===== config.mk =====
export PLATFORM = sky130hd
export DESIGN_NAME = srgb_frame
export DESIGN_NICKNAME = d
export VERILOG_FILES = /design/src/design/srgb_pkg.sv /design/src/design/srgb_frame.sv
export SDC_FILE = /design/constraint.sdc
export NUM_CORES = 1
export LEC_CHECK = 0
export ABC_AREA = 1
export ABC_CLOCK_PERIOD_IN_PS = 3200
export BUFFER_PORTS_ARGS = -buffer_cell sky130_fd_sc_hd__buf_2
export CAP_MARGIN = 20
export CORE_MARGIN = 2
export CORE_UTILIZATION = 40
export DETAILED_ROUTE_END_ITERATION = 8
export RECOVER_POWER = 50
export SLEW_MARGIN = 20
export SYNTH_ARGS = -nofsm -noshare
export SYNTH_HDL_FRONTEND = slang
export SYNTH_SLANG_ARGS = --single-unit

===== constraint.sdc =====
create_clock -name clk -period 3.2 [get_ports clk]
set_input_delay 0.16 -clock clk [delete_from_list [all_inputs] [get_ports clk]]
set_output_delay 0.16 -clock clk [all_outputs]
set_load 0.02 [all_outputs]

===== src/design/srgb_pkg.sv =====
// ----------------------------------------------------------------------------
// srgb_pkg: shared types and constants of the serial RGB LED transmitter
// Request and status codes, frame phases, register map and store sizing.
// ----------------------------------------------------------------------------
package srgb_pkg;

  // Pixel store sizing
  localparam int MAX_LEDS     = 256;
  localparam int LED_AW       = (MAX_LEDS > 1) ? $clog2(MAX_LEDS) : 1;
  localparam int LEN_W        = $clog2(MAX_LEDS + 1);
  localparam int PIXEL_W      = 24;
  localparam int BITS_PER_LED = 24;

  // Configuration port
  localparam int CFG_AW = 5;
  localparam int CFG_DW = 32;

  // Register reset values
  localparam logic [7:0]  RST_BIT0_HIGH = 8'd3;
  localparam logic [7:0]  RST_BIT0_LOW  = 8'd9;
  localparam logic [7:0]  RST_BIT1_HIGH = 8'd6;
  localparam logic [7:0]  RST_BIT1_LOW  = 8'd6;
  localparam logic [15:0] RST_LATCH     = 16'd10000;
  localparam logic [8:0]  RST_CHAIN_LEN = 9'd1;

  // Register index (byte address / 4)
  typedef enum logic [2:0] {
    REG_BIT0_HIGH = 3'd0,
    REG_BIT0_LOW  = 3'd1,
    REG_BIT1_HIGH = 3'd2,
    REG_BIT1_LOW  = 3'd3,
    REG_LATCH     = 3'd4,
    REG_CHAIN_LEN = 3'd5,
    REG_INVERT    = 3'd6
  } reg_idx_t;

  // Request codes
  typedef enum logic [1:0] {
    REQ_WRITE = 2'd0,
    REQ_FILL  = 2'd1,
    REQ_SHOW  = 2'd2,
    REQ_TICK  = 2'd3
  } req_t;

  // Result status codes
  typedef enum logic [1:0] {
    ST_DONE  = 2'd0,
    ST_BUSY  = 2'd1,
    ST_RANGE = 2'd2
  } status_t;

  // Frame phase, one-hot
  typedef enum logic [2:0] {
    PH_IDLE  = 3'b001,
    PH_DATA  = 3'b010,
    PH_LATCH = 3'b100
  } phase_t;

  // Effective configuration as seen by the datapath
  typedef struct packed {
    logic [7:0]       bit0_high;
    logic [7:0]       bit0_low;
    logic [7:0]       bit1_high;
    logic [7:0]       bit1_low;
    logic [15:0]      latch;
    logic [LEN_W-1:0] eff_len;
    logic             invert;
  } cfg_t;

  // Frame engine status toward the request controller
  typedef struct packed {
    logic busy;
    logic level;
    logic loading;
  } frame_stat_t;

endpackage


===== src/design/srgb_frame.sv =====
// ----------------------------------------------------------------------------
// srgb_frame: frame sequencer and bit shifter
// Shifts each pixel word out one bit per line bit, times the high and low
// parts with the tick counter, then runs the latch period.
// ----------------------------------------------------------------------------
module srgb_frame
  import srgb_pkg::*;
(
  input  logic               clk,
  input  logic               rst,
  input  cfg_t               cfg,
  input  logic               show_go,
  input  logic               tick_go,
  input  logic [PIXEL_W-1:0] rd_data,
  output logic               rd_en,
  output logic [LED_AW-1:0]  rd_addr,
  output frame_stat_t        stat
);

  phase_t             phase, phase_next;
  logic [LEN_W-1:0]   led, led_next;
  logic [4:0]         bitp, bitp_next;
  logic               lphase, lphase_next;
  logic [15:0]        tcnt, tcnt_next;
  logic [PIXEL_W-1:0] sword, sword_next;
  logic               loading, loading_next;

  logic [7:0]         dur;
  logic [15:0]        cnt_inc;
  logic [LEN_W-1:0]   led_inc;

  assign cnt_inc = tcnt + 16'd1;
  assign led_inc = led + LEN_W'(1);

  // Pick the duration of the current half bit from the bit on top
  always_comb begin
    if (!lphase) begin
      dur = sword[PIXEL_W-1] ? cfg.bit1_high : cfg.bit0_high;
    end else begin
      dur = sword[PIXEL_W-1] ? cfg.bit1_low : cfg.bit0_low;
    end
  end

  // Advance the frame on show and tick items
  always_comb begin
    phase_next   = phase;
    led_next     = led;
    bitp_next    = bitp;
    lphase_next  = lphase;
    tcnt_next    = tcnt;
    sword_next   = sword;
    loading_next = 1'b0;
    rd_en        = 1'b0;
    rd_addr      = '0;

    // Load the fetched pixel word
    if (loading) begin
      sword_next = rd_data;
    end

    if (show_go) begin
      phase_next   = PH_DATA;
      led_next     = '0;
      bitp_next    = '0;
      lphase_next  = 1'b0;
      tcnt_next    = '0;
      rd_en        = 1'b1;
      rd_addr      = '0;
      loading_next = 1'b1;
    end else if (tick_go) begin
      unique case (phase)
        PH_DATA: begin
          if (cnt_inc < {8'd0, dur}) begin
            tcnt_next = cnt_inc;
          end else begin
            tcnt_next = '0;
            if (!lphase) begin
              lphase_next = 1'b1;
            end else begin
              lphase_next = 1'b0;
              sword_next  = {sword[PIXEL_W-2:0], 1'b0};
              if (bitp == 5'(BITS_PER_LED - 1)) begin
                bitp_next = '0;
                if (led_inc >= cfg.eff_len) begin
                  phase_next = PH_LATCH;
                  led_next   = '0;
                end else begin
                  led_next     = led_inc;
                  rd_en        = 1'b1;
                  rd_addr      = LED_AW'(led_inc);
                  loading_next = 1'b1;
                end
              end else begin
                bitp_next = bitp + 5'd1;
              end
            end
          end
        end
        PH_LATCH: begin
          if (cnt_inc >= cfg.latch) begin
            tcnt_next  = '0;
            phase_next = PH_IDLE;
          end else begin
            tcnt_next = cnt_inc;
          end
        end
        PH_IDLE: ;
        default: phase_next = PH_IDLE;
      endcase
    end
  end

  always_ff @(posedge clk) begin
    if (rst) begin
      phase   <= PH_IDLE;
      led     <= '0;
      bitp    <= '0;
      lphase  <= 1'b0;
      tcnt    <= '0;
      sword   <= '0;
      loading <= 1'b0;
    end else begin
      phase   <= phase_next;
      led     <= led_next;
      bitp    <= bitp_next;
      lphase  <= lphase_next;
      tcnt    <= tcnt_next;
      sword   <= sword_next;
      loading <= loading_next;
    end
  end

  assign stat.busy    = (phase != PH_IDLE);
  assign stat.level   = (phase == PH_DATA) && !lphase;
  assign stat.loading = loading;

endmodule


==> results.txt <==
0 antenna diodes ended up in the layout. By area the synthesized netlist is led by sky130_fd_sc_hd__dfxtp_1 28%, sky130_fd_sc_hd__nand2_1 11%, sky130_fd_sc_hd__ha_1 9.9%. The count of pins on the block boundary came out at 98. The leading register cell type out of synthesis is sky130_fd_sc_hd__dfxtp_1. After the flow finishes, the layout carries non-filler instances totaling 893. After synthesis, the mean cell area works out to roughly 6.7 sq um. The total routed wirelength is 11200 um. Entering global routing, the biggest net connects 50 pins.

The first detailed-routing pass ran for 4 iterations. The wire length of the first global-routing pass came out at ~18000 um. The post-place instance area came out at 4920 sq um. The insertion delay to the later sink of the worst-skew pair is 0.34 ns. The core outline area is between 10000 and 15000 sq um.

The number of distinct library cells after synthesis came out at 41. The number of antenna violations at the first check in global routing is 0. The final worst hold slack came out at 0.0302 ns. The number of remaining DRC errors is 0.

The number of global-route vias before repair is 4074. Global routing finished with a remaining overflow of 0. Timing analysis after detailed placement gives a worst setup slack of 0.0424 ns. The count of clock tree sinks is 59. The critical-path maximum fanout came out at 5.

The combined area of all synthesized cells is 4290 sq um. The cell count after synthesis is 639. The count of flip-flops with a built-in enable after synthesis is 0.

For the pin with the worst max-slew slack, the measured transition is between 1.5 and 2 ns. The relative slew slack is -0.0819. Summed over all instances, the cell type with the most area after synthesis is sky130_fd_sc_hd__dfxtp_1.

The share of the Yosys chip area taken by registers is 0.275. The number of synthesized register bits came out at 59. The final period demand of the worst path is roughly 3.1 ns.

The number of nets in the layout is 872. The HPWL after detailed placement is 8040 um. The standby leakage power is 2.57 nW. Measured along the y axis, the die boundary spans between 100 and 150 um.

The overall global routing resource usage came out at 0.188. The final number of setup-violating endpoints is 0. The number of max-slew violations in the final report is 50. The run finished, with violations left. The tool flagged a number of max-cap violations equal to 1. The number of fill cells in the layout came out at 1067. The clock arrives with roughly 0.011 ns of skew.

The net count after synthesis came out at 759. The power per unit of standard cell area came out at 304 nW/um^2. The final weighted congestion of routability-driven global placement is 0.851. In this run the horizontal extent of the chip is 108 um.

Using the TritonRoute via totals, the vias-per-cell ratio works out to roughly 5. The remaining antenna violation count after routing is 0. In this run the clock root is driven by a sky130_fd_sc_hd__clkbuf_8.

The worst setup path is captured at an output pin. The final critical-path setup slack is 0.0862 ns. The final cell area excluding filler cells is between 5000 and 6000 sq um. The final reports fail on capacitance limit, slew limit. For this block, the via count after detailed routing is ~4500.

The portion of the clock cycle consumed by the worst path in the final layout is 0.973. The area share of the largest cell type after synthesis came out at 0.275. The total clock buffers created by CTS is 9. The critical path is of the flop to output pin type. The min-delay analysis places its worst path in the category primary input to flop. The clock tree from TritonCTS is yes. The layout overhead on the synthesized area is 28.7%.

The number of buffers between clock root and the deepest sink is 2. The initial DRC count came out at between 150 and 200. The number of buffer cells added on primary ports came out at 96. After synthesis, the share of flip-flops with an asynchronous set or reset is 0. The final hold violation count is 0. Of the cells placed in the final design, the portion with a size suffix greater than 1 is 0.273. STA puts the critical path data arrival time at 2.95 ns. Hold repair after CTS inserted 0 buffers. The total die area is approximately 12000 sq um. In the final routed layout, each cell accounts on average for 12.6 um. The cell count after placement came out at between 800 and 900. The fmax is 321 MHz. STA classifies the critical path startpoint as a flop.

The level count of the clock H-tree came out at 3. The worst-case IR drop observed on VDD is 274 uV. The starting density of the core is 0.414. STA puts the critical path data required time at between 3 and 4 ns.

The count of standard-cell rows came out at 37. Yosys printed 0 warnings. Clock-pin slew was measured on the worst setup and hold paths at 0.08 ns.
-- cells by family (layout without fill, tap and decap cells) --
group | count (synthesis) | after routing | share of synthesized area
flip-flops | 59 | 59 | 0.275
AND/OR/NAND/NOR | 255 | 255 | 0.281
buffers and inverters | 127 | 245 | 0.124
XOR/XNOR | 14 | 14 | 0.0286
AO/OA/AOI/OAI | 150 | 150 | 0.192
adder cells (fa/ha/maj) | 34 | 34 | 0.0992
-- critical path, cell delays in order, from the launching register on --
cell	delay [ns]
sky130_fd_sc_hd__dfxtp_4	0.38
sky130_fd_sc_hd__ha_4	0.14
sky130_fd_sc_hd__nand3_2	0.09
sky130_fd_sc_hd__nand3b_1	0.26
sky130_fd_sc_hd__nor3_2	0.23
sky130_fd_sc_hd__xor2_1	0.16
sky130_fd_sc_hd__inv_1	0.10
sky130_fd_sc_hd__ha_4	0.22
sky130_fd_sc_hd__nand2_1	0.08
sky130_fd_sc_hd__nor2_1	0.06
sky130_fd_sc_hd__nand2_1	0.06
sky130_fd_sc_hd__o211a_1	0.17
sky130_fd_sc_hd__nand3_4	0.12
sky130_fd_sc_hd__inv_6	0.11
sky130_fd_sc_hd__nand3b_1	0.12
sky130_fd_sc_hd__nor2_2	0.16
sky130_fd_sc_hd__buf_6	0.13
-- registers in the layout (all words and copies together), names as in the netlist --
signal   cells
sword       24
tcnt        16
led          9
bitp         5
phase        3
loading      1
lphase       1
-- layer usage --
metal | global-route usage | wire (um) | up-vias | part of all wire
met4 | 0.0623 | 176 | 0 | 0.016
met3 | 0.0333 | 463 | 16 | 0.041
met2 | 0.329 | 5560 | 90 | 0.50
met5 | 0 | 0 | - | 0
met1 | 0.233 | 5010 | 2047 | 0.45
li1 | - | - | 2327 | -
-- report_power, final --
| part | internal [W] | switching, W | leakage, nW |
|---|---|---|---|
| Combinational | 0.0000915 | 0.000115 | 1.98 |
| Sequential | 0.000747 | 0.00000771 | 0.485 |
| Clock | 0.000373 | 0.000347 | 0.102 |
-- area by class of cell --
class | instances | area, sq um | share of cell area
Timing Repair Buffer | 125 | 729 | 0.132
Sequential cell | 59 | 1200 | 0.218
Timing Repair inverter | 1 | 6.26 | 0.00113
Tap cell | 136 | 170 | 0.0308
Clock buffer | 9 | 124 | 0.0224
Clock inverter | 7 | 83.8 | 0.0152
Multi-Input combinational cell | 453 | 2810 | 0.508
Inverter | 103 | 399 | 0.0723
-- worst paths after layout --
| path | startpoint | end | slack [ns] | cells past startpoint |
|---|---|---|---|---|
| worst max-delay path | led[0] | rd_addr[0] | 0.09 | 16 |
| worst min-delay path | rst | loading | 0.03 | 2 |
| worst max register to register | led[0] | phase[2] | 0.20 | 17 |
| worst min register to register | sword[13] | sword[14] | 0.45 | 2 |
-- synth_stat cells (3+ instances only) --
library cell               instances
sky130_fd_sc_hd__nand3_1          44
sky130_fd_sc_hd__o21ai_1           9
sky130_fd_sc_hd__clkbuf_1         12
sky130_fd_sc_hd__nand3b_1          4
sky130_fd_sc_hd__o21ai_0          54
sky130_fd_sc_hd__nand4_1          12
sky130_fd_sc_hd__buf_2             3
sky130_fd_sc_hd__buf_6             3
sky130_fd_sc_hd__ha_1             34
sky130_fd_sc_hd__nor2_1           30
sky130_fd_sc_hd__nor2_4            5
sky130_fd_sc_hd__nand2_1         131
sky130_fd_sc_hd__inv_1            99
sky130_fd_sc_hd__nor3b_1           3
sky130_fd_sc_hd__dfxtp_1          59
sky130_fd_sc_hd__xor2_1           14
sky130_fd_sc_hd__nor2_2            3
sky130_fd_sc_hd__nor3_1            9
sky130_fd_sc_hd__a32o_1            7
sky130_fd_sc_hd__a21oi_1          69
sky130_fd_sc_hd__nand2_2           7
-- cell usage in the layout, fill, tap and decap left out, types with 2 or more instances in the layout --
cell type                  instances
sky130_fd_sc_hd__inv_2             2
sky130_fd_sc_hd__nand3_2           8
sky130_fd_sc_hd__dfxtp_4           5
sky130_fd_sc_hd__a21oi_1          69
sky130_fd_sc_hd__nor2_1           23
sky130_fd_sc_hd__ha_1             29
sky130_fd_sc_hd__nand2_2           8
sky130_fd_sc_hd__nand3_1          36
sky130_fd_sc_hd__o21ai_1           2
sky130_fd_sc_hd__nand3b_1          4
sky130_fd_sc_hd__clkinv_4          2
sky130_fd_sc_hd__nor3_1            6
sky130_fd_sc_hd__nand2_1         128
sky130_fd_sc_hd__dfxtp_1          51
sky130_fd_sc_hd__nand4_1          12
sky130_fd_sc_hd__inv_4             2
sky130_fd_sc_hd__inv_1            97
sky130_fd_sc_hd__clkbuf_1          3
sky130_fd_sc_hd__o22ai_1           2
sky130_fd_sc_hd__ha_4              5
sky130_fd_sc_hd__a21o_1            2
sky130_fd_sc_hd__nor3_2            3
sky130_fd_sc_hd__o211ai_1          2
sky130_fd_sc_hd__nor2_2            8
sky130_fd_sc_hd__dfxtp_2           3
sky130_fd_sc_hd__xor2_1            9
sky130_fd_sc_hd__nand2_4           2
sky130_fd_sc_hd__nor3b_1           2
sky130_fd_sc_hd__o21ai_0          61
sky130_fd_sc_hd__xor2_2            5
sky130_fd_sc_hd__buf_2            87
sky130_fd_sc_hd__clkbuf_8          9
sky130_fd_sc_hd__buf_6             2
sky130_fd_sc_hd__inv_6             4
sky130_fd_sc_hd__nor2_4            7
sky130_fd_sc_hd__a32o_1            7
sky130_fd_sc_hd__buf_4            32
sky130_fd_sc_hd__nand3_4           4
-- repair_timing --
item                       CTS  global route
gates cloned                 1             0
buffers inserted             5             9
setup endpoints to repair   10            34
pin swaps                    4            19
resized for setup           19            57
-- stage by stage --
step	util	TNS (ns)	power [W]
5_1_grt	0.532	-0.292	0.00176
3_3_place_gp	0.474	0	0.000970
2_1_floorplan	-	0	0.000893
4_1_cts	0.503	0	0.00169
3_5_place_dp	0.474	0	0.000975
6_report	0.532	0	0.00168
Note: power is estimated with default switching activity, not from simulation.
