===== src/design/srgb_pkg.sv =====
// ----------------------------------------------------------------------------
// srgb_pkg: shared types and constants of the serial RGB LED transmitter
// Request and status codes, frame phases, register map and store sizing.
// ----------------------------------------------------------------------------
package srgb_pkg;

  // Pixel store sizing
  localparam int MAX_LEDS     = 256;
  localparam int LED_AW       = (MAX_LEDS > 1) ? $clog2(MAX_LEDS) : 1;
  localparam int LEN_W        = $clog2(MAX_LEDS + 1);
  localparam int PIXEL_W      = 24;
  localparam int BITS_PER_LED = 24;

  // Configuration port
  localparam int CFG_AW = 5;
  localparam int CFG_DW = 32;

  // Register reset values
  localparam logic [7:0]  RST_BIT0_HIGH = 8'd3;
  localparam logic [7:0]  RST_BIT0_LOW  = 8'd9;
  localparam logic [7:0]  RST_BIT1_HIGH = 8'd6;
  localparam logic [7:0]  RST_BIT1_LOW  = 8'd6;
  localparam logic [15:0] RST_LATCH     = 16'd10000;
  localparam logic [8:0]  RST_CHAIN_LEN = 9'd1;

  // Register index (byte address / 4)
  typedef enum logic [2:0] {
    REG_BIT0_HIGH = 3'd0,
    REG_BIT0_LOW  = 3'd1,
    REG_BIT1_HIGH = 3'd2,
    REG_BIT1_LOW  = 3'd3,
    REG_LATCH     = 3'd4,
    REG_CHAIN_LEN = 3'd5,
    REG_INVERT    = 3'd6
  } reg_idx_t;

  // Request codes
  typedef enum logic [1:0] {
    REQ_WRITE = 2'd0,
    REQ_FILL  = 2'd1,
    REQ_SHOW  = 2'd2,
    REQ_TICK  = 2'd3
  } req_t;

  // Result status codes
  typedef enum logic [1:0] {
    ST_DONE  = 2'd0,
    ST_BUSY  = 2'd1,
    ST_RANGE = 2'd2
  } status_t;

  // Frame phase, one-hot
  typedef enum logic [2:0] {
    PH_IDLE  = 3'b001,
    PH_DATA  = 3'b010,
    PH_LATCH = 3'b100
  } phase_t;

  // Effective configuration as seen by the datapath
  typedef struct packed {
    logic [7:0]       bit0_high;
    logic [7:0]       bit0_low;
    logic [7:0]       bit1_high;
    logic [7:0]       bit1_low;
    logic [15:0]      latch;
    logic [LEN_W-1:0] eff_len;
    logic             invert;
  } cfg_t;

  // Frame engine status toward the request controller
  typedef struct packed {
    logic busy;
    logic level;
    logic loading;
  } frame_stat_t;

endpackage


===== src/design/srgb_cfg.sv =====
// ----------------------------------------------------------------------------
// srgb_cfg: configuration registers
// APB-style register bank; derives the effective timing and chain length.
// ----------------------------------------------------------------------------
module srgb_cfg
  import srgb_pkg::*;
(
  input  logic              clk,
  input  logic              rst,
  input  logic              psel,
  input  logic              penable,
  input  logic              pwrite,
  input  logic [CFG_AW-1:0] paddr,
  input  logic [CFG_DW-1:0] pwdata,
  output logic [CFG_DW-1:0] prdata,
  output logic              pready,
  output cfg_t              cfg
);

  localparam int CL_W = (LEN_W > 9) ? LEN_W : 9;

  logic [7:0]  bit0_high;
  logic [7:0]  bit0_low;
  logic [7:0]  bit1_high;
  logic [7:0]  bit1_low;
  logic [15:0] latch;
  logic [8:0]  chain_len;
  logic        invert;

  logic        wr_en;
  reg_idx_t    idx;
  logic [CL_W-1:0] cl_ext;

  assign pready = 1'b1;
  assign wr_en  = psel & penable & pwrite;
  assign idx    = reg_idx_t'(paddr[CFG_AW-1:2]);

  // Register writes
  always_ff @(posedge clk) begin
    if (rst) begin
      bit0_high <= RST_BIT0_HIGH;
      bit0_low  <= RST_BIT0_LOW;
      bit1_high <= RST_BIT1_HIGH;
      bit1_low  <= RST_BIT1_LOW;
      latch     <= RST_LATCH;
      chain_len <= RST_CHAIN_LEN;
      invert    <= 1'b0;
    end else if (wr_en) begin
      unique case (idx)
        REG_BIT0_HIGH: bit0_high <= pwdata[7:0];
        REG_BIT0_LOW:  bit0_low  <= pwdata[7:0];
        REG_BIT1_HIGH: bit1_high <= pwdata[7:0];
        REG_BIT1_LOW:  bit1_low  <= pwdata[7:0];
        REG_LATCH:     latch     <= pwdata[15:0];
        REG_CHAIN_LEN: chain_len <= pwdata[8:0];
        REG_INVERT:    invert    <= pwdata[0];
        default: ;
      endcase
    end
  end

  // Read back raw register values
  always_comb begin
    prdata = '0;
    unique case (idx)
      REG_BIT0_HIGH: prdata = CFG_DW'(bit0_high);
      REG_BIT0_LOW:  prdata = CFG_DW'(bit0_low);
      REG_BIT1_HIGH: prdata = CFG_DW'(bit1_high);
      REG_BIT1_LOW:  prdata = CFG_DW'(bit1_low);
      REG_LATCH:     prdata = CFG_DW'(latch);
      REG_CHAIN_LEN: prdata = CFG_DW'(chain_len);
      REG_INVERT:    prdata = CFG_DW'(invert);
      default:       prdata = '0;
    endcase
  end

  // Zero durations count as one tick; clamp chain length to the store
  assign cl_ext = CL_W'(chain_len);

  always_comb begin
    cfg.bit0_high = (bit0_high == 8'd0) ? 8'd1 : bit0_high;
    cfg.bit0_low  = (bit0_low  == 8'd0) ? 8'd1 : bit0_low;
    cfg.bit1_high = (bit1_high == 8'd0) ? 8'd1 : bit1_high;
    cfg.bit1_low  = (bit1_low  == 8'd0) ? 8'd1 : bit1_low;
    cfg.latch     = (latch     == 16'd0) ? 16'd1 : latch;
    cfg.invert    = invert;
    if (cl_ext == '0) begin
      cfg.eff_len = LEN_W'(1);
    end else if (cl_ext > CL_W'(MAX_LEDS)) begin
      cfg.eff_len = LEN_W'(MAX_LEDS);
    end else begin
      cfg.eff_len = LEN_W'(cl_ext);
    end
  end

endmodule


===== config.mk =====
export PLATFORM = sky130hd
export DESIGN_NAME = srgb_cfg
export DESIGN_NICKNAME = d
export VERILOG_FILES = /design/src/design/srgb_pkg.sv /design/src/design/srgb_cfg.sv
export SDC_FILE = /design/constraint.sdc
export NUM_CORES = 1
export LEC_CHECK = 0
export BUFFER_PORTS_ARGS = -buffer_cell sky130_fd_sc_hd__clkbuf_2
export CAP_MARGIN = 15
export CORE_UTILIZATION = 45
export DETAILED_ROUTE_END_ITERATION = 12
export GPL_TIMING_DRIVEN = 0
export PLACE_DENSITY = 0.75
export RECOVER_POWER = 25
export SYNTH_ARGS = -nofsm -noshare
export SYNTH_HDL_FRONTEND = slang
export SYNTH_SLANG_ARGS = --single-unit

===== constraint.sdc =====
create_clock -name clk -period 1.1 [get_ports clk]
set_input_delay 0.055 -clock clk [delete_from_list [all_inputs] [get_ports clk]]
set_output_delay 0.055 -clock clk [all_outputs]
set_load 0.03 [all_outputs]

==> results.cfg, run 1 <==
[global_route]
grt_pass1_vias = 3132
grt_max_degree = 11
antenna_found_initial = 0
grt_use_total_pct = 29.7
grt.overflow.total = 0
grt_pass1_wl_microns = 16800

[pwr]
p_sw_mw = 1.42
p_per_area_nw_per_um2 = 995
p_int_mw = 3.70
peakVddDrop_uv = 591
pwr-share-comb_pct = 15.2
power_frac_seq_pct = 40.7
leakage_nw = 2.28
clkPwrFrac_pct = 44.1
swShare_pct = 27.7

[yosys]
async_flop_share_pct = 0
synth_ff_type = dfxtp_1
synth_seq_cells = 58
yosys_warnings = 0
synth_edf_count = 0
avgSynthCellArea_sq_um = 8.31
post_synth_instance_area_sq_um = 3320
syn_inst = 399
synth_cell_types = 37
ys_seq_area_share_pct = 35.0

[hold_path]
holdPathStages = 3
hp-start = pwdata[2]
worst_hold_path_type = in -> reg
min_to = bit0_low[2]$_SDFFE_PP0P_

[floorplanning]
floorplan.initialDensity_pct = 47.8
placementRows = 30
die-area_sq_um = 7720
die_w_microns = 87.9
io_pins = 133
die_h_microns = 87.9
core_area_sq_um = 6940

[clock_tree]
cts_inserted_buffers = 9
cts.sinks = 58
clkTransAtPathRegs_ns = 0.07
cts_tree = done
clk_path_buf_depth = 2
clock_latency_ns = 0.35
htreeDepth = 3
clockRootBuffer = clkbuf_8

[final_layout]
final_util_pct = 74.0
regArea_sq_um = 1290
layout-drive-gt1-share_pct = 48.0
layout.nets = 585
fill_cells = 509
area_growth_pct = 55.0
multiInputGateArea_sq_um = 2050
antenna_cells = 0

[routing]
wl_met2_microns = 5980
top_layer_used = met4
vias = 3442
wire_per_inst_microns = 18.5
wl_microns = 11900
dr.pass1.iters = 5
wl_met3_microns = 876
vias_per_cell = 5.34
drt_iter0_markers = 229
drc = 0
final_antenna_net_count = 0
wl_met1_microns = 4850

[timing]
setup_viol = 26
max_slew_margin_pct = 58.8
finalCritPeriodShare_pct = 139
rsz0062_at_grt = yes
finalMaxSlewViolations = 0
hold_viol = 0
tns_ns = -5.50
worstMarginPinSlew_ns = 0.618
min_period_ns = 1.53
layout_setup_ws_ns = -0.429
fin_skew_ns = 0
fmax_mhz = 654

[worst_setup_path]
critical_path_peak_fanout = 4
cp_top_family = flip-flops
path_cells = mux2_2 > a22oi_2 > o22ai_1 > buf_4
crit_buf_inv = 1
cp_slowest_stage_delay_ns = 0.37
worstReg2RegEnd = chain_len[8]$_SDFFE_PP0P_
start_kind = register
required_ns = 1.04
crit_type = reg -> out
reg2reg_setup_slack_ns = 0.21
cp_num_cells = 4
ff2ff_path_depth = 4
crit_slowest_cell = dfxtp_4
reg2reg_from = chain_len[8]$_SDFFE_PP0P_
cp-end-kind = output port
worstPathArrival_ns = 1.47

[status]
violations = setup timing
status = finished, violations left

[job]
maxCapViolCount = 0

[placement]
gp_congestion = 0.917
pre_cts_slack_ns = -0.270
dp_hpwl_microns = 7630
port-buffer-count = 96
## placed cells by master (no fill, tap or decap), types with 5 or more instances in the layout
cell	count
dfxtp_1	8
nor2b_4	5
clkbuf_2	38
clkbuf_1	53
nand2b_1	39
dlygate4sd3_1	14
buf_4	32
a22oi_2	6
nor3_1	5
mux2i_1	48
a21oi_1	16
nand2_2	6
o21ai_0	16
buf_8	10
buf_6	19
nor2_1	24
dfxtp_4	26
conb_1	17
nand3_1	17
dfxtp_2	24
buf_2	16
mux2i_2	5
mux2_2	5
clkbuf_4	17
clkbuf_8	18
## flip-flops by register name, summed over array words and instances (netlist names)
name,flops
bit0_high,8
chain_len,9
bit1_high,8
bit0_low,8
latch,16
bit1_low,8
invert,1
## per-stage QoR
step	cell area [sq um]	instances	power, mW	hold slack (ns)
global placement	4000	606	2.81	0.299
detailed placement	4000	606	2.82	0.309
global route	5140	644	5.24	0.0362
floorplan	3400	414	2.63	0.203
CTS	4790	640	5.07	0.00547
finish	5140	644	5.11	0.0202
## final cells by class
type,instances,area share [%]
flip-flops and latches,58,25.1
well taps,96,2.34
multi-input cells,265,39.9
clock inverters,5,1.51
plain buffers,86,8.62
clock buffers,11,2.75
inverters,3,0.219
repair buffers,120,19.5
## metal layers
metal	track usage, %	vias to the layer above
met1	38.6	1644
met2	49.2	180
li1	-	1597
met4	9.39	0
met3	6.60	21
met5	0	-
## Yosys cell counts, drive strengths merged, types with 2 or more instances
cell type,number,area (sq um)
buf,33,228
mux2,9,101
nor4,8,50.1
o221ai,4,35.0
o22ai,4,25.0
nand3,18,95.1
o21ai,17,85.1
nor2,29,114
conb,2,7.51
inv,3,11.3
mux2i,53,531
and3,7,43.8
a21oi,17,85.1
nand2,7,33.8
nor3,7,46.3
a21o,4,30.0
dfxtp,58,1160
nor2b,9,56.3
nand2b,39,244
a22oi,6,45.0
clkbuf,55,206
o21a,2,15.0
## worst reg2reg max path, stage by stage (launching register included)
cell      delay, ns
dfxtp_4        0.37
buf_8          0.14
buf_4          0.11
nand2b_1       0.05
mux2i_1        0.14
## worst max path at each step
stage,startpoint,end,slack [ns]
global placement,paddr[3],prdata[5],-0.26
global route,bit1_low[2]$_SDFFE_PP1P_,prdata[2],-0.44
detailed placement,paddr[3],prdata[0],-0.27
floorplan,paddr[4],prdata[1],-0.08
finish,bit1_low[4]$_SDFFE_PP0P_,prdata[4],-0.43
CTS,latch[2]$_SDFFE_PP0P_,prdata[2],-0.40
## power groups by stage
stage / sequential, mW / combinational, mW / clock (mW)
global route: 2.08 / 0.817 / 2.34
floorplan: 2.17 / 0.456 / 0
detailed placement: 2.18 / 0.635 / 0
global placement: 2.18 / 0.629 / 0
CTS: 2.13 / 0.720 / 2.22
finish: 2.08 / 0.777 / 2.26
## repair_timing
| action | in CTS | in global routing |
|---|---|---|
| setup endpoints to repair | 55 | 59 |
| hold buffers | 14 | 0 |
| gates resized for setup | 128 | 142 |
| hold endpoints to repair | 17 | 0 |
| gates cloned | 1 | 0 |
| pin swaps | 18 | 12 |
| setup buffers | 3 | 6 |
## cells by family after synthesis
logic type      synth area share, %
compound gates                 10.5
flops                          35.0
other cells                   0.226
simple gates                   21.8
buf+inv                        13.4
mux                            19.0
No activity file was read; power rests on OpenSTA's default activity.
==> inputs of run 2 (changes only) <==
--- a/config.mk
+++ b/config.mk
@@ -7,10 +7,10 @@
 export LEC_CHECK = 0
 export BUFFER_PORTS_ARGS = -buffer_cell sky130_fd_sc_hd__clkbuf_2
 export CAP_MARGIN = 15
-export CORE_UTILIZATION = 45
+export CORE_UTILIZATION = 44
 export DETAILED_ROUTE_END_ITERATION = 12
 export GPL_TIMING_DRIVEN = 0
-export PLACE_DENSITY = 0.75
+export PLACE_DENSITY = 0.77
 export RECOVER_POWER = 25
 export SYNTH_ARGS = -nofsm -noshare
 export SYNTH_HDL_FRONTEND = slang
==> constraint.sdc (replaced) <==
create_clock -name clk -period 1.3 [get_ports clk]
set_input_delay 0.065 -clock clk [delete_from_list [all_inputs] [get_ports clk]]
set_output_delay 0.065 -clock clk [all_outputs]
set_load 0.03 [all_outputs]
==> run 2 against run 1 <==
The flow finishes with violations (hold timing, setup timing). Via count is 2.6% lower. Die area up 2.2%. Critical path depth unchanged. Power is 25% lower. Clock power fell by 36%. Utilization decreased by 10 points. Flip-flop and latch count did not move. Global-route usage is 2.9 points lower. Register-to-register slack gained 0.27 ns. Non-clock buffer count fell by 7. Final cell count is 0.62% lower. Largest cell class unchanged.
==> results.cfg, run 2 (same netlist as run 1, synthesis figures left out) <==
[status]
status = finished, violations left
violations = hold timing, setup timing

[timing]
worstMarginPinSlew_ns = 0.578
finalMaxSlewViolations = 0
max_slew_margin_pct = 61.2
setup_viol = 14
whs_ns = -0.000367
min_period_ns = 1.47
fin_skew_ns = 0
rsz0062_at_grt = yes
hold_viol = 1
layout_setup_ws_ns = -0.173
finalCritPeriodShare_pct = 113
fmax_mhz = 679

[placement]
dp_cells = 609
port-buffer-count = 96
post_dp_cell_area_sq_um = 3980
dp_hpwl_microns = 7420
gp_congestion = 0.951

[final_layout]
layout.nets = 578
antenna_cells = 0
layout-drive-gt1-share_pct = 41.2
final_cell_mix = clkbuf_2, clkbuf_1, mux2i_1
fin_area_sq_um = 4610
regMostFlops = latch
mostFrequentLayoutCell = clkbuf_2
top_regs = latch: 16 flops, chain_len: 9 flops
largest_reg_flops = 16
regArea_sq_um = 1220
fill_cells = 629
area_growth_pct = 38.9
final_util_pct = 63.5
multiInputGateArea_sq_um = 1940
fin_cells = 640

[floorplanning]
die_h_microns = 88.8
core_area_sq_um = 7250
placementRows = 31
die-area_sq_um = 7890
io_pins = 133
floorplan.initialDensity_pct = 45.7
die_w_microns = 88.8

[pwr]
leakage_nw = 2.14
p_per_area_nw_per_um2 = 837
peakVddDrop_uv = 441
total_power_mw = 3.86

[global_route]
grt_max_degree = 12
antenna_found_initial = 0
grt_pass1_vias = 3046
grt_pass1_wl_microns = 15500
grt_use_total_pct = 26.8
grt.overflow.total = 0

[job]
maxCapViolCount = 0

[worst_setup_path]
cp-end-kind = output port
critical_path_peak_fanout = 4
worstPathArrival_ns = 1.41
crit_type = reg -> out
required_ns = 1.24
start_kind = register

[routing]
final_antenna_net_count = 0
wire_per_inst_microns = 16.2
drc = 0
vias = 3352
dr.pass1.iters = 5
vias_per_cell = 5.24
drt_iter0_markers = 185
wl_microns = 10400

[clock_tree]
clkTransAtPathRegs_ns = 0.07
clk_path_buf_depth = 2
clockRootBuffer = clkbuf_8
cts_tree = done
htreeDepth = 3
clock_latency_ns = 0.34
cts.sinks = 58
cts_inserted_buffers = 9

[hold_path]
worst_hold_path_type = in -> reg
==> run 2: cell count changes in the layout (fill, tap and decap cells not counted), moves of 5 or more <==
cell | before | now
dfxtp_4 | 26 | 4
dlygate4sd3_1 | 14 | 8
dfxtp_1 | 8 | 22
buf_8 | 10 | 2
buf_6 | 19 | 3
nor2b_1 | 4 | 9
clkbuf_2 | 38 | 82
nor2b_4 | 5 | 0
dfxtp_2 | 24 | 32
clkbuf_4 | 17 | 2
clkbuf_1 | 53 | 61
buf_2 | 16 | 6
==> run 2: worst paths after layout <==
kind / start / endpoint / slack (ns) / depth (start not counted)
worst min register to register: chain_len[6]$_SDFFE_PP0P_ / chain_len[6]$_SDFFE_PP0P_ / 0.49 / 2
worst min-delay path: pwdata[4] / bit0_low[4]$_SDFFE_PP0P_ / -0.0004 / 3
worst max-delay path: bit1_high[4]$_SDFFE_PP0P_ / prdata[4] / -0.17 / 4
worst max register to register: bit0_high[5]$_SDFFE_PP0P_ / bit0_high[5]$_SDFFE_PP0P_ / 0.48 / 4
==> run 2: layout make-up <==
| cell class | instances | area share [%] |
|---|---|---|
| clock buffer | 13 | 3.23 |
| timing repair buffer | 112 | 15.7 |
| clock inverter | 3 | 0.326 |
| sequential | 58 | 26.4 |
| tap | 99 | 2.69 |
| inverter | 3 | 0.244 |
| buffer | 87 | 9.29 |
| multi-input combinational | 265 | 42.1 |
==> run 2: metal layers <==
metal	wire (microns)	global-route usage, %	share of wire [%]
met3	796	4.94	7.7
met4	331	13.2	3.2
met5	0	0	0
met2	4860	42.9	47
met1	4420	34.7	42
==> run 2: metrics by stage <==
| step | TNS (ns) | worst slack [ns] | hold WS [ns] |
|---|---|---|---|
| 2_1_floorplan | 0 | 0.0833 | 0.213 |
| 3_3_place_gp | -0.498 | -0.125 | 0.304 |
| 3_5_place_dp | -0.496 | -0.127 | 0.313 |
| 4_1_cts | -1.51 | -0.173 | 0.000293 |
| 5_1_grt | -2.11 | -0.220 | 0.00464 |
| 6_report | -1.49 | -0.173 | -0.000367 |
==> run 2: what timing repair did <==
item,in CTS,in global routing
hold buffers,8,0
hold endpoints to repair,8,0
pin swaps,11,6
endpoints found under the setup margin,22,15
setup buffers,8,0
cloned,0,0
gates resized for setup,79,31
==> run 2: worst max-delay path, stage by stage (launching register included) <==
cell and delay, ns:
dfxtp_2 0.35, mux2_2 0.28, a22oi_2 0.14, o22ai_2 0.12, clkbuf_8 0.17
==> run 2: power breakdown <==
group,total (mW),switching (mW),internal [mW]
Combinational,0.603,0.373,0.229
Clock,1.45,0.719,0.736
Sequential,1.80,0.0182,1.78
==> inputs of run 3 (changes only) <==
--- a/config.mk
+++ b/config.mk
@@ -7,10 +7,10 @@
 export LEC_CHECK = 0
 export BUFFER_PORTS_ARGS = -buffer_cell sky130_fd_sc_hd__clkbuf_2
 export CAP_MARGIN = 15
-export CORE_UTILIZATION = 44
+export CORE_UTILIZATION = 45
 export DETAILED_ROUTE_END_ITERATION = 12
 export GPL_TIMING_DRIVEN = 0
-export PLACE_DENSITY = 0.77
+export PLACE_DENSITY_LB_ADDON = 0.05
 export RECOVER_POWER = 25
 export SYNTH_ARGS = -nofsm -noshare
 export SYNTH_HDL_FRONTEND = slang
==> constraint.sdc (replaced) <==
create_clock -name clk -period 1.4 [get_ports clk]
set_input_delay 0.07 -clock clk [delete_from_list [all_inputs] [get_ports clk]]
set_output_delay 0.07 -clock clk [all_outputs]
set_load 0.03 [all_outputs]
==> run 3 against run 2 <==
The flow still finishes with violations (hold timing, setup timing). Final cell count is 0.94% lower. Worst setup slack improved by 0.083 ns. Sequential share of layout area is 0.45 points higher. Non-clock buffer count is 2 lower. Clock-buffer cell count is 1 lower. Combinational power fell by 9.1%. Clock skew unchanged. Clock power decreased by 5%. Highest routed layer unchanged. Wire length is 2.7% lower. Flip-flop and latch count unchanged.
==> results.cfg, run 3 (same netlist as run 1, synthesis figures left out) <==
[final_layout]
layout-drive-gt1-share_pct = 38.7
fill_cells = 643
largest_reg_flops = 16
mostFrequentLayoutCell = clkbuf_2
area_growth_pct = 35.0
layout.nets = 576
fin_area_sq_um = 4480
regArea_sq_um = 1200
regMostFlops = latch
antenna_cells = 0
final_cell_mix = clkbuf_2, clkbuf_1, mux2i_1
multiInputGateArea_sq_um = 1900
top_regs = latch: 16 flops, chain_len: 9 flops

[status]
status = finished, violations left
violations = hold timing, setup timing

[hold_path]
holdPathStages = 3
min_to = chain_len[8]$_SDFFE_PP0P_
worst_hold_path_type = in -> reg
hp-start = pwdata[8]

[floorplanning]
die_w_microns = 87.9
die_h_microns = 87.9
io_pins = 133
placementRows = 30
core_area_sq_um = 6940
floorplan.initialDensity_pct = 47.8
die-area_sq_um = 7720

[timing]
setup_viol = 6
rsz0062_at_grt = yes
hold_viol = 1
worstMarginPinSlew_ns = 0.588
fin_skew_ns = 0
max_slew_margin_pct = 60.8
fmax_mhz = 671
min_period_ns = 1.49
finalCritPeriodShare_pct = 106
finalMaxSlewViolations = 0
layout_setup_ws_ns = -0.0903
whs_ns = -0.0123

[global_route]
grt_pass1_wl_microns = 15200
grt.overflow.total = 0
grt_use_total_pct = 26.5
grt_max_degree = 12
grt_pass1_vias = 2934
antenna_found_initial = 0

[worst_setup_path]
reg2reg_setup_slack_ns = 0.58
reg2reg_from = bit1_high[7]$_SDFFE_PP0P_
worstPathArrival_ns = 1.42
cp-end-kind = output port
required_ns = 1.33
critical_path_peak_fanout = 4
crit_type = reg -> out
ff2ff_path_depth = 4
worstReg2RegEnd = bit1_high[7]$_SDFFE_PP0P_
start_kind = register

[routing]
drt_iter0_markers = 171
wire_per_inst_microns = 16.0
dr.pass1.iters = 5
vias_per_cell = 5.06
drc = 0
final_antenna_net_count = 0
wl_microns = 10100
vias = 3206

[placement]
post_dp_cell_area_sq_um = 3970
port-buffer-count = 96
dp_hpwl_microns = 7360
gp_congestion = 0.904

[clock_tree]
cts_inserted_buffers = 9
cts_tree = done
clock_latency_ns = 0.33
clockRootBuffer = clkbuf_8
clkTransAtPathRegs_ns = 0.07
cts.sinks = 58
clk_path_buf_depth = 2
htreeDepth = 3

[job]
maxCapViolCount = 0

[pwr]
total_power_mw = 3.61
p_per_area_nw_per_um2 = 805
peakVddDrop_uv = 524
leakage_nw = 2.08
run 3: changes by cell type in the layout (fill, tap and decap cells not counted), sizes merged:
| cell | before | now |
|---|---|---|
| clkbuf | 163 | 159 |
| dlygate4sd3 | 8 | 5 |
| buf | 41 | 45 |
run 3: repair_timing:
| action | in CTS | in global routing |
|---|---|---|
| hold buffers | 5 | 0 |
| gates resized for setup | 46 | 41 |
| endpoints found under the setup margin | 12 | 14 |
| setup buffers | 8 | 1 |
| endpoints found under the hold margin | 5 | 0 |
| pin swaps | 6 | 5 |
run 3: final cells by class:
type	count	area share, %
multi-input cells	265	42.4
flip-flops and latches	58	26.8
repair buffers	110	14.6
plain buffers	87	9.44
clock buffers	12	3.46
well taps	96	2.68
clock inverters	3	0.335
inverters	3	0.251
run 3: routing by layer:
metal	global-route usage, %	wire length (microns)	vias to the layer above
li1	-	-	1571
met1	34.8	4740	1488
met2	43.8	4650	131
met3	4.15	523	16
met4	10.1	207	0
met5	0	0	-
run 3: how the worst max path moves through the flow:
stage | startpoint | to | slack, ns
after floorplan | paddr[4] | prdata[0] | 0.17
after global placement | paddr[3] | prdata[5] | -0.03
after detailed placement | paddr[3] | prdata[5] | -0.07
after CTS | latch[1]$_SDFFE_PP0P_ | cfg[10] | -0.09
after global routing | bit1_high[4]$_SDFFE_PP0P_ | prdata[4] | -0.11
final | bit1_high[4]$_SDFFE_PP0P_ | prdata[4] | -0.09
run 3: where the power goes:
part           leakage, nW  internal (mW)  switching (mW)  total (mW)
logic                 1.51          0.199           0.348       0.548
registers            0.480           1.66          0.0151        1.67
clock network       0.0920          0.721           0.664        1.38
run 3: per-stage QoR:
stage	hold slack [ns]	util (%)	std cells	setup TNS (ns)	worst slack (ns)
2_1_floorplan	0.218	-	414	0	0.173
3_3_place_gp	0.308	57.2	606	-0.0999	-0.0349
3_5_place_dp	0.314	57.2	606	-0.124	-0.0688
4_1_cts	0.000296	63.2	633	-0.382	-0.0852
5_1_grt	0.0167	64.5	634	-0.671	-0.110
6_report	-0.0123	64.5	634	-0.282	-0.0903
run 3: critical path, stage by stage (launching register included):
cell	delay, ns
dfxtp_4	0.36
mux2_2	0.27
a22oi_2	0.12
o22ai_1	0.13
buf_4	0.20
